`src/design/afad_pkg.sv`:
```
// Shared types and constants of the alpha-fit area downscaler.
package afad_pkg;

  // Input command codes
  localparam logic [1:0] CMD_LOAD   = 2'd0;
  localparam logic [1:0] CMD_FINISH = 2'd1;
  localparam logic [1:0] CMD_EMIT   = 2'd2;

  // Configuration register indexes
  localparam logic [2:0] REG_BOX_X    = 3'd0;
  localparam logic [2:0] REG_BOX_Y    = 3'd1;
  localparam logic [2:0] REG_BOX_W    = 3'd2;
  localparam logic [2:0] REG_BOX_H    = 3'd3;
  localparam logic [2:0] REG_PRESSED  = 3'd4;
  localparam logic [2:0] REG_DIM_GAIN = 3'd5;

  // Configuration reset values
  localparam logic [8:0] BOX_X_RST    = 9'd13;
  localparam logic [8:0] BOX_Y_RST    = 9'd15;
  localparam logic [8:0] BOX_W_RST    = 9'd38;
  localparam logic [8:0] BOX_H_RST    = 9'd40;
  localparam logic [8:0] DIM_GAIN_RST = 9'd159;
  localparam logic [8:0] UNITY_GAIN   = 9'd256;

  typedef enum logic [3:0] {
    OP_NONE       = 4'd0,
    OP_CAPTURE    = 4'd1,
    OP_LOAD       = 4'd2,
    OP_RES_ZERO   = 4'd3,
    OP_FIT_EMPTY  = 4'd4,
    OP_FIT_PREP   = 4'd5,
    OP_DIV_START  = 4'd6,
    OP_DIV_STORE  = 4'd7,
    OP_FIT_END    = 4'd8,
    OP_WIN_FIX    = 4'd9,
    OP_SCAN_INIT  = 4'd10,
    OP_SCAN       = 4'd11,
    OP_SHADE_PREP = 4'd12,
    OP_RES_EMIT   = 4'd13,
    OP_PUSH       = 4'd14
  } afad_op_t;

  // Which quotient a divider run produces
  typedef enum logic [3:0] {
    DV_FIT = 4'd0,
    DV_Y0  = 4'd1,
    DV_Y1  = 4'd2,
    DV_X0  = 4'd3,
    DV_X1  = 4'd4,
    DV_R   = 4'd5,
    DV_G   = 4'd6,
    DV_B   = 4'd7,
    DV_A   = 4'd8
  } afad_dsel_t;

  typedef struct packed {
    afad_op_t   op;
    afad_dsel_t dsel;
  } afad_cmd_t;

  typedef struct packed {
    logic [1:0] cmd;
    logic       ink_empty;
    logic       emit_skip;
    logic       div_done;
    logic       scan_last;
    logic       asum_zero;
    logic       out_free;
  } afad_stat_t;

endpackage

```
`src/design/afad_ctrl.sv`:
```
// Controller state machine: sequences load, fit and emit through the datapath.
module afad_ctrl (
  input  logic                 clk,
  input  logic                 rst_n,
  input  logic                 in_tvalid,
  output logic                 in_tready,
  input  afad_pkg::afad_stat_t stat,
  output afad_pkg::afad_cmd_t  cmd
);
  import afad_pkg::*;

  typedef enum logic [15:0] {
    S_IDLE       = 16'h0001,
    S_DECODE     = 16'h0002,
    S_LOAD       = 16'h0004,
    S_RES_ZERO   = 16'h0008,
    S_FIT_EMPTY  = 16'h0010,
    S_FIT_PREP   = 16'h0020,
    S_DIV_GO     = 16'h0040,
    S_DIV_WAIT   = 16'h0080,
    S_FIT_END    = 16'h0100,
    S_WIN_FIX    = 16'h0200,
    S_SCAN_INIT  = 16'h0400,
    S_SCAN       = 16'h0800,
    S_DRAIN      = 16'h1000,
    S_SHADE_PREP = 16'h2000,
    S_RES_EMIT   = 16'h4000,
    S_OUT        = 16'h8000
  } state_t;

  state_t     state_r, state_nxt;
  afad_dsel_t dsel_r, dsel_nxt;

  always_ff @(posedge clk) begin
    if (!rst_n) begin
      state_r <= S_IDLE;
      dsel_r  <= DV_FIT;
    end else begin
      state_r <= state_nxt;
      dsel_r  <= dsel_nxt;
    end
  end

  assign in_tready = (state_r == S_IDLE);

  always_comb begin
    state_nxt = state_r;
    dsel_nxt  = dsel_r;
    cmd.op    = OP_NONE;
    cmd.dsel  = dsel_r;
    unique case (state_r)
      S_IDLE: begin
        if (in_tvalid) begin
          cmd.op    = OP_CAPTURE;
          state_nxt = S_DECODE;
        end
      end
      S_DECODE: begin
        if (stat.cmd == CMD_LOAD) begin
          state_nxt = S_LOAD;
        end else if (stat.cmd == CMD_FINISH) begin
          state_nxt = stat.ink_empty ? S_FIT_EMPTY : S_FIT_PREP;
        end else if (stat.cmd == CMD_EMIT && !stat.emit_skip) begin
          dsel_nxt  = DV_Y0;
          state_nxt = S_DIV_GO;
        end else begin
          state_nxt = S_RES_ZERO;
        end
      end
      S_LOAD: begin
        cmd.op    = OP_LOAD;
        state_nxt = S_RES_ZERO;
      end
      S_RES_ZERO: begin
        cmd.op    = OP_RES_ZERO;
        state_nxt = S_OUT;
      end
      S_FIT_EMPTY: begin
        cmd.op    = OP_FIT_EMPTY;
        state_nxt = S_OUT;
      end
      S_FIT_PREP: begin
        cmd.op    = OP_FIT_PREP;
        dsel_nxt  = DV_FIT;
        state_nxt = S_DIV_GO;
      end
      S_DIV_GO: begin
        cmd.op    = OP_DIV_START;
        state_nxt = S_DIV_WAIT;
      end
      S_DIV_WAIT: begin
        if (stat.div_done) begin
          cmd.op = OP_DIV_STORE;
          // advance to the next quotient of the sequence
          case (dsel_r)
            DV_FIT: state_nxt = S_FIT_END;
            DV_Y0:  begin dsel_nxt = DV_Y1; state_nxt = S_DIV_GO; end
            DV_Y1:  begin dsel_nxt = DV_X0; state_nxt = S_DIV_GO; end
            DV_X0:  begin dsel_nxt = DV_X1; state_nxt = S_DIV_GO; end
            DV_X1:  state_nxt = S_WIN_FIX;
            DV_R:   begin dsel_nxt = DV_G; state_nxt = S_DIV_GO; end
            DV_G:   begin dsel_nxt = DV_B; state_nxt = S_DIV_GO; end
            DV_B:   begin dsel_nxt = DV_A; state_nxt = S_DIV_GO; end
            DV_A:   state_nxt = S_RES_EMIT;
            default: state_nxt = S_RES_ZERO;
          endcase
        end
      end
      S_FIT_END: begin
        cmd.op    = OP_FIT_END;
        state_nxt = S_OUT;
      end
      S_WIN_FIX: begin
        cmd.op    = OP_WIN_FIX;
        state_nxt = S_SCAN_INIT;
      end
      S_SCAN_INIT: begin
        cmd.op    = OP_SCAN_INIT;
        state_nxt = S_SCAN;
      end
      S_SCAN: begin
        cmd.op = OP_SCAN;
        if (stat.scan_last) state_nxt = S_DRAIN;
      end
      S_DRAIN: begin
        // let the last read beat reach the sums
        state_nxt = S_SHADE_PREP;
      end
      S_SHADE_PREP: begin
        if (stat.asum_zero) begin
          cmd.op    = OP_RES_ZERO;
          state_nxt = S_OUT;
        end else begin
          cmd.op    = OP_SHADE_PREP;
          dsel_nxt  = DV_R;
          state_nxt = S_DIV_GO;
        end
      end
      S_RES_EMIT: begin
        cmd.op    = OP_RES_EMIT;
        state_nxt = S_OUT;
      end
      S_OUT: begin
        if (stat.out_free) begin
          cmd.op    = OP_PUSH;
          state_nxt = S_IDLE;
        end
      end
      default: state_nxt = S_IDLE;
    endcase
  end

endmodule

```
`config.mk`:
```
export PLATFORM = sky130hd
export DESIGN_NAME = afad_ctrl
export DESIGN_NICKNAME = d
export VERILOG_FILES = /design/src/design/afad_pkg.sv /design/src/design/afad_ctrl.sv
export SDC_FILE = /design/constraint.sdc
export NUM_CORES = 1
export LEC_CHECK = 0
export BUFFER_PORTS_ARGS = -buffer_cell sky130_fd_sc_hd__buf_2
export CORE_MARGIN = 4
export CORE_UTILIZATION = 36
export CTS_BUF_LIST = sky130_fd_sc_hd__clkbuf_8
export DETAILED_ROUTE_END_ITERATION = 10
export HOLD_SLACK_MARGIN = 0.06
export PLACE_DENSITY_LB_ADDON = 0.12
export SYNTH_ARGS = -nofsm -noshare
export SYNTH_HDL_FRONTEND = slang
export SYNTH_SLANG_ARGS = --single-unit
```
`constraint.sdc`:
```
create_clock -name clk -period 6.1 [get_ports clk]
set_clock_uncertainty 0.15 [all_clocks]
set_input_delay 1.22 -clock clk [delete_from_list [all_inputs] [get_ports clk]]
set_output_delay 1.22 -clock clk [all_outputs]
set_load 0.05 [all_outputs]
```
# ---- Word-level counts from Yosys, hierarchy flattened
# Index checks and enable logic that the tools add are counted.
dict set report word_totals {
  input_bits 11
  romBits 0
  ff_bits 20
  n_memories 0
  ram_bits 0
  latchBits 0
}
dict set report classes {
  magnitude_cmp 0
  muxes 23
  reduce_logical 9
  n_div 0
  bitwise_logic 0
  multipliers 0
  eq_ne 35
  add_sub_neg 0
  shift 0
}
# operator n
set op_table {}
lappend op_table {{$pmux 16 s13} 1}
lappend op_table {{$mux 16} 5}
lappend op_table {{$pmux 15 s4} 1}
lappend op_table {{$pmux 4 s14} 1}
lappend op_table {{$mux 4} 7}
lappend op_table {{$pmux 4 s6} 1}
lappend op_table {{$mux 7} 3}
lappend op_table {{$eq 16x1->1 const B} 1}
lappend op_table {{$eq 16x10->1 const B} 1}
lappend op_table {{$eq 16x11->1 const B} 1}
lappend op_table {{$eq 16x12->1 const B} 1}
lappend op_table {{$eq 16x13->1 const B} 1}
lappend op_table {{$eq 16x14->1 const B} 1}
lappend op_table {{$eq 16x15->1 const B} 1}
lappend op_table {{$eq 16x16->1 const B} 1}
lappend op_table {{$eq 16x2->1 const B} 1}
lappend op_table {{$eq 16x3->1 const B} 1}
lappend op_table {{$eq 16x4->1 const B} 1}
lappend op_table {{$eq 16x5->1 const B} 1}
lappend op_table {{$eq 16x6->1 const B} 1}
lappend op_table {{$eq 16x7->1 const B} 1}
lappend op_table {{$eq 16x8->1 const B} 1}
lappend op_table {{$eq 16x9->1 const B} 1}
lappend op_table {{$eq 4x3->1 const B} 4}
lappend op_table {{20 further kinds} 28}

# ---- Depth between registers and ports, before layout
dict set report logic_depth {
  depth_word 6
  mapped_depth 8
  ltp_nobuf 6
}

# ---- Worst setup path after synthesis
# Ideal clock, no wire load.
dict set report synth_path {
  kind {register to output}
  from {register state_r[12]}
  to {output cmd[4] in the netlist's numbering}
  t_arrival_ps 2069
  path_slack_ps 2661
  path_stages_with_launch 7
  t_required_ps 4730
  cell_sequence {dfxtp_1 -> buf_2 -> nor4_2 -> and2_1 -> and4_2 -> a21oi_1 -> nand4_1}
}
# element line_no
set synth_rtl {}
lappend synth_rtl {{start, declared} afad_ctrl.sv:31} ;# state_t state_r, state_nxt;
lappend synth_rtl {{start signal, assigned} afad_ctrl.sv:39} ;# state_r <= state_nxt;
lappend synth_rtl {{end, declared} afad_ctrl.sv:8} ;# output afad_pkg::afad_cmd_t cmd

==> impl_metrics.yaml <==
clock_network:
  htreeDepth: 1
  cts.clk_slew.worst_paths_ps: 80
  numClockSinks: 20
  cts_resized: 0
  cts_hold_buf: 0
  worstSkewPairLatency_ps: 260
  cts_setup_buffers: 0
  cts_buffers: 3
  cts_root_buffer: "clkbuf_8"
  cts_tree: "done"
  cts_buffer_depth: 2
detailed_routing:
  vias_per_cell: 5.94
  initialDrtViolationCount: 84
  detail_route.wl_per_cell_um: 15.9
  ant_nets: 0
  dr_total_vias: 1402
  wl_um: 3760
  drc_errors: 0
  drtPass1Iterations: 4
timing:
  post-route-period-util: 0.614
  relSlewSlack: 0.557
  finalSetupViolCount: 0
  fmax_mhz: 267
  min_period_ps: 3750
  rsz0062_at_grt: "no"
  final_max_slew_viol_count: 0
  worstMarginPinSlew_ps: 659
  hold_viol_final: 0
  setup_tns_ps: 0
placement:
  port-buffer-count: 19
  post_dp_cell_area_um2: 1510
  gp_congestion: 0.872
  post-place-cells: 232
  hpwl_um: 2980
global_route:
  grt_max_degree: 15
  met1_usage: 0.199
  grt_util_met2: 0.262
  grt_pass1_wl_um: 6420
  antenna_found_initial: 0
  grt-busiest-layer: "met2"
  first_global_vias: 1362
  overflow: 0
  use_met3: 0.0241
  grt_use_total: 0.156
floorplan:
  start_util: 0.382
  boundaryPins: 20
  fp.dieArea_um2: 5050
  rows: 22
  coreArea_um2: 3740
  die_w_um: 71.0
  dieHeight_um: 71.0
power:
  p_per_area_nw_per_um2: 202
  p_leak_uw: 0.000608
  total_power_uw: 320
  peakVddDrop_mv: 0.0983
synthesis:
  synth_warnings: 0
  syn-num-nets: 186
  postSynthAreaPerCell_um2: 8.17
  synthCells: 175
  ys_seq_elements: 20
  syn_area_um2: 1430
  ys_types: 44
  ys_seq_area_frac: 0.280
cells_and_area:
  fin_area_um2: 1580
  n_antenna_cell: 0
  final_util: 0.423
  final_common_cell: "dfxtp_1"
  final_cell_mix: "20 x dfxtp_1, 19 x buf_2, 18 x nand2_1"
  finalNetCount: 200
  area_delta_synth_final_pct: 10.8
  stdcell_count: 236
  layout-drive-gt1-share: 0.223
critical_path:
  critPathMaxFanout: 7
  crit_required_ps: 4730
  r2r_cells: 6
  critPathCaptureType: "output port"
  worstSetupStartpointType: "register"
  criticalPathCategory: "reg2out"
  critPathArrivalTime_ps: 2380
flow_run:
  maxCapViolations: 0
min_path:
  hold_path.class: "reg2reg"
  hold_depth: 2
outcome:
  status: "finished clean"
==> cells in the mapped netlist, drive strengths merged <==
library cell / n / area share
a21boi: 1 / 0.0053
a21o: 1 / 0.0061
a21oi: 8 / 0.028
a221oi: 1 / 0.0061
a22oi: 3 / 0.016
a31o: 1 / 0.0061
a41o: 1 / 0.0079
and2: 1 / 0.0044
and3: 2 / 0.0087
and4: 3 / 0.021
buf: 9 / 0.051
clkbuf: 2 / 0.0053
dfxtp: 20 / 0.28
inv: 4 / 0.010
nand2: 19 / 0.055
nand3: 12 / 0.042
nand3b: 3 / 0.016
nand4: 5 / 0.032
nand4b: 1 / 0.0061
nor2: 14 / 0.037
nor2b: 3 / 0.013
nor3: 14 / 0.049
nor3b: 1 / 0.0053
nor4: 8 / 0.060
nor4b: 8 / 0.049
o211ai: 4 / 0.028
o21a: 1 / 0.0053
o21ai: 8 / 0.028
o22ai: 2 / 0.0087
o31ai: 2 / 0.010
o41ai: 3 / 0.034
or3b: 1 / 0.0061
or4: 3 / 0.021
or4b: 1 / 0.0070
xnor2: 2 / 0.012
xor2: 3 / 0.018
==> worst max-delay path: stages, from the launching register on <==
cell and delay, ps:
dfxtp_1 390, nor4_2 650, and2_1 310, and4_2 290, a21oi_1 100, nand4_1 90
buf_2 280
==> metrics by stage <==
stage          hold slack, ps  setup WS, ps
2_1_floorplan             374          2660
3_3_place_gp              389          2540
3_5_place_dp              399          2540
6_report                  404          2350
4_1_cts                   402          2370
5_1_grt                   443          2140
==> cell type report <==
cell class	instances	area, um^2
clock buffers	3	41.3
well taps	48	60.1
repair buffers	20	103
multi-input cells	140	935
fillers	415	2160
inverters	4	15.0
flip-flops and latches	20	400
clock inverters	1	30.0
==> power breakdown <==
group | internal, uW | leakage, uW | switching [uW]
Clock | 87.6 | 0.0000357 | 44.4
Combinational | 16.5 | 0.000410 | 34.4
Sequential | 133 | 0.000162 | 4.18
==> kinds of logic (layout without fill, tap and decap cells) <==
logic type	after synthesis	in the layout	synth area share
DFF	20	20	0.280
and+or+nand+nor	99	99	0.433
buffers and inverters	15	28	0.0665
AOI/OAI and AO/OA	36	36	0.190
xor gates and xnor gates	5	5	0.0306
==> state kept, by name, summed over array words and instances (netlist names) <==
name / count
state_r: 16
dsel_r: 4
==> worst paths after layout <==
kind | end | slack [ps] | start
max | cmd[4] | 2350 | state_r[12]$_SDFFE_PN0P_
min | state_r[9]$_SDFFE_PN0P_ | 400 | dsel_r[2]$_SDFFE_PN0P_
max reg2reg | dsel_r[2]$_SDFFE_PN0P_ | 3690 | state_r[4]$_SDFFE_PN0P_
min reg2reg | state_r[9]$_SDFFE_PN0P_ | 400 | dsel_r[2]$_SDFFE_PN0P_
==> layer usage <==
| metal | up-vias | part of all wire | wire length [um] |
|---|---|---|---|
| li1 | 697 | - | - |
| met1 | 656 | 0.46 | 1740 |
| met2 | 40 | 0.48 | 1800 |
| met3 | 9 | 0.041 | 153 |
| met4 | 0 | 0.018 | 66 |
| met5 | - | 0 | 0 |
Power figures use the tool's default switching activity.
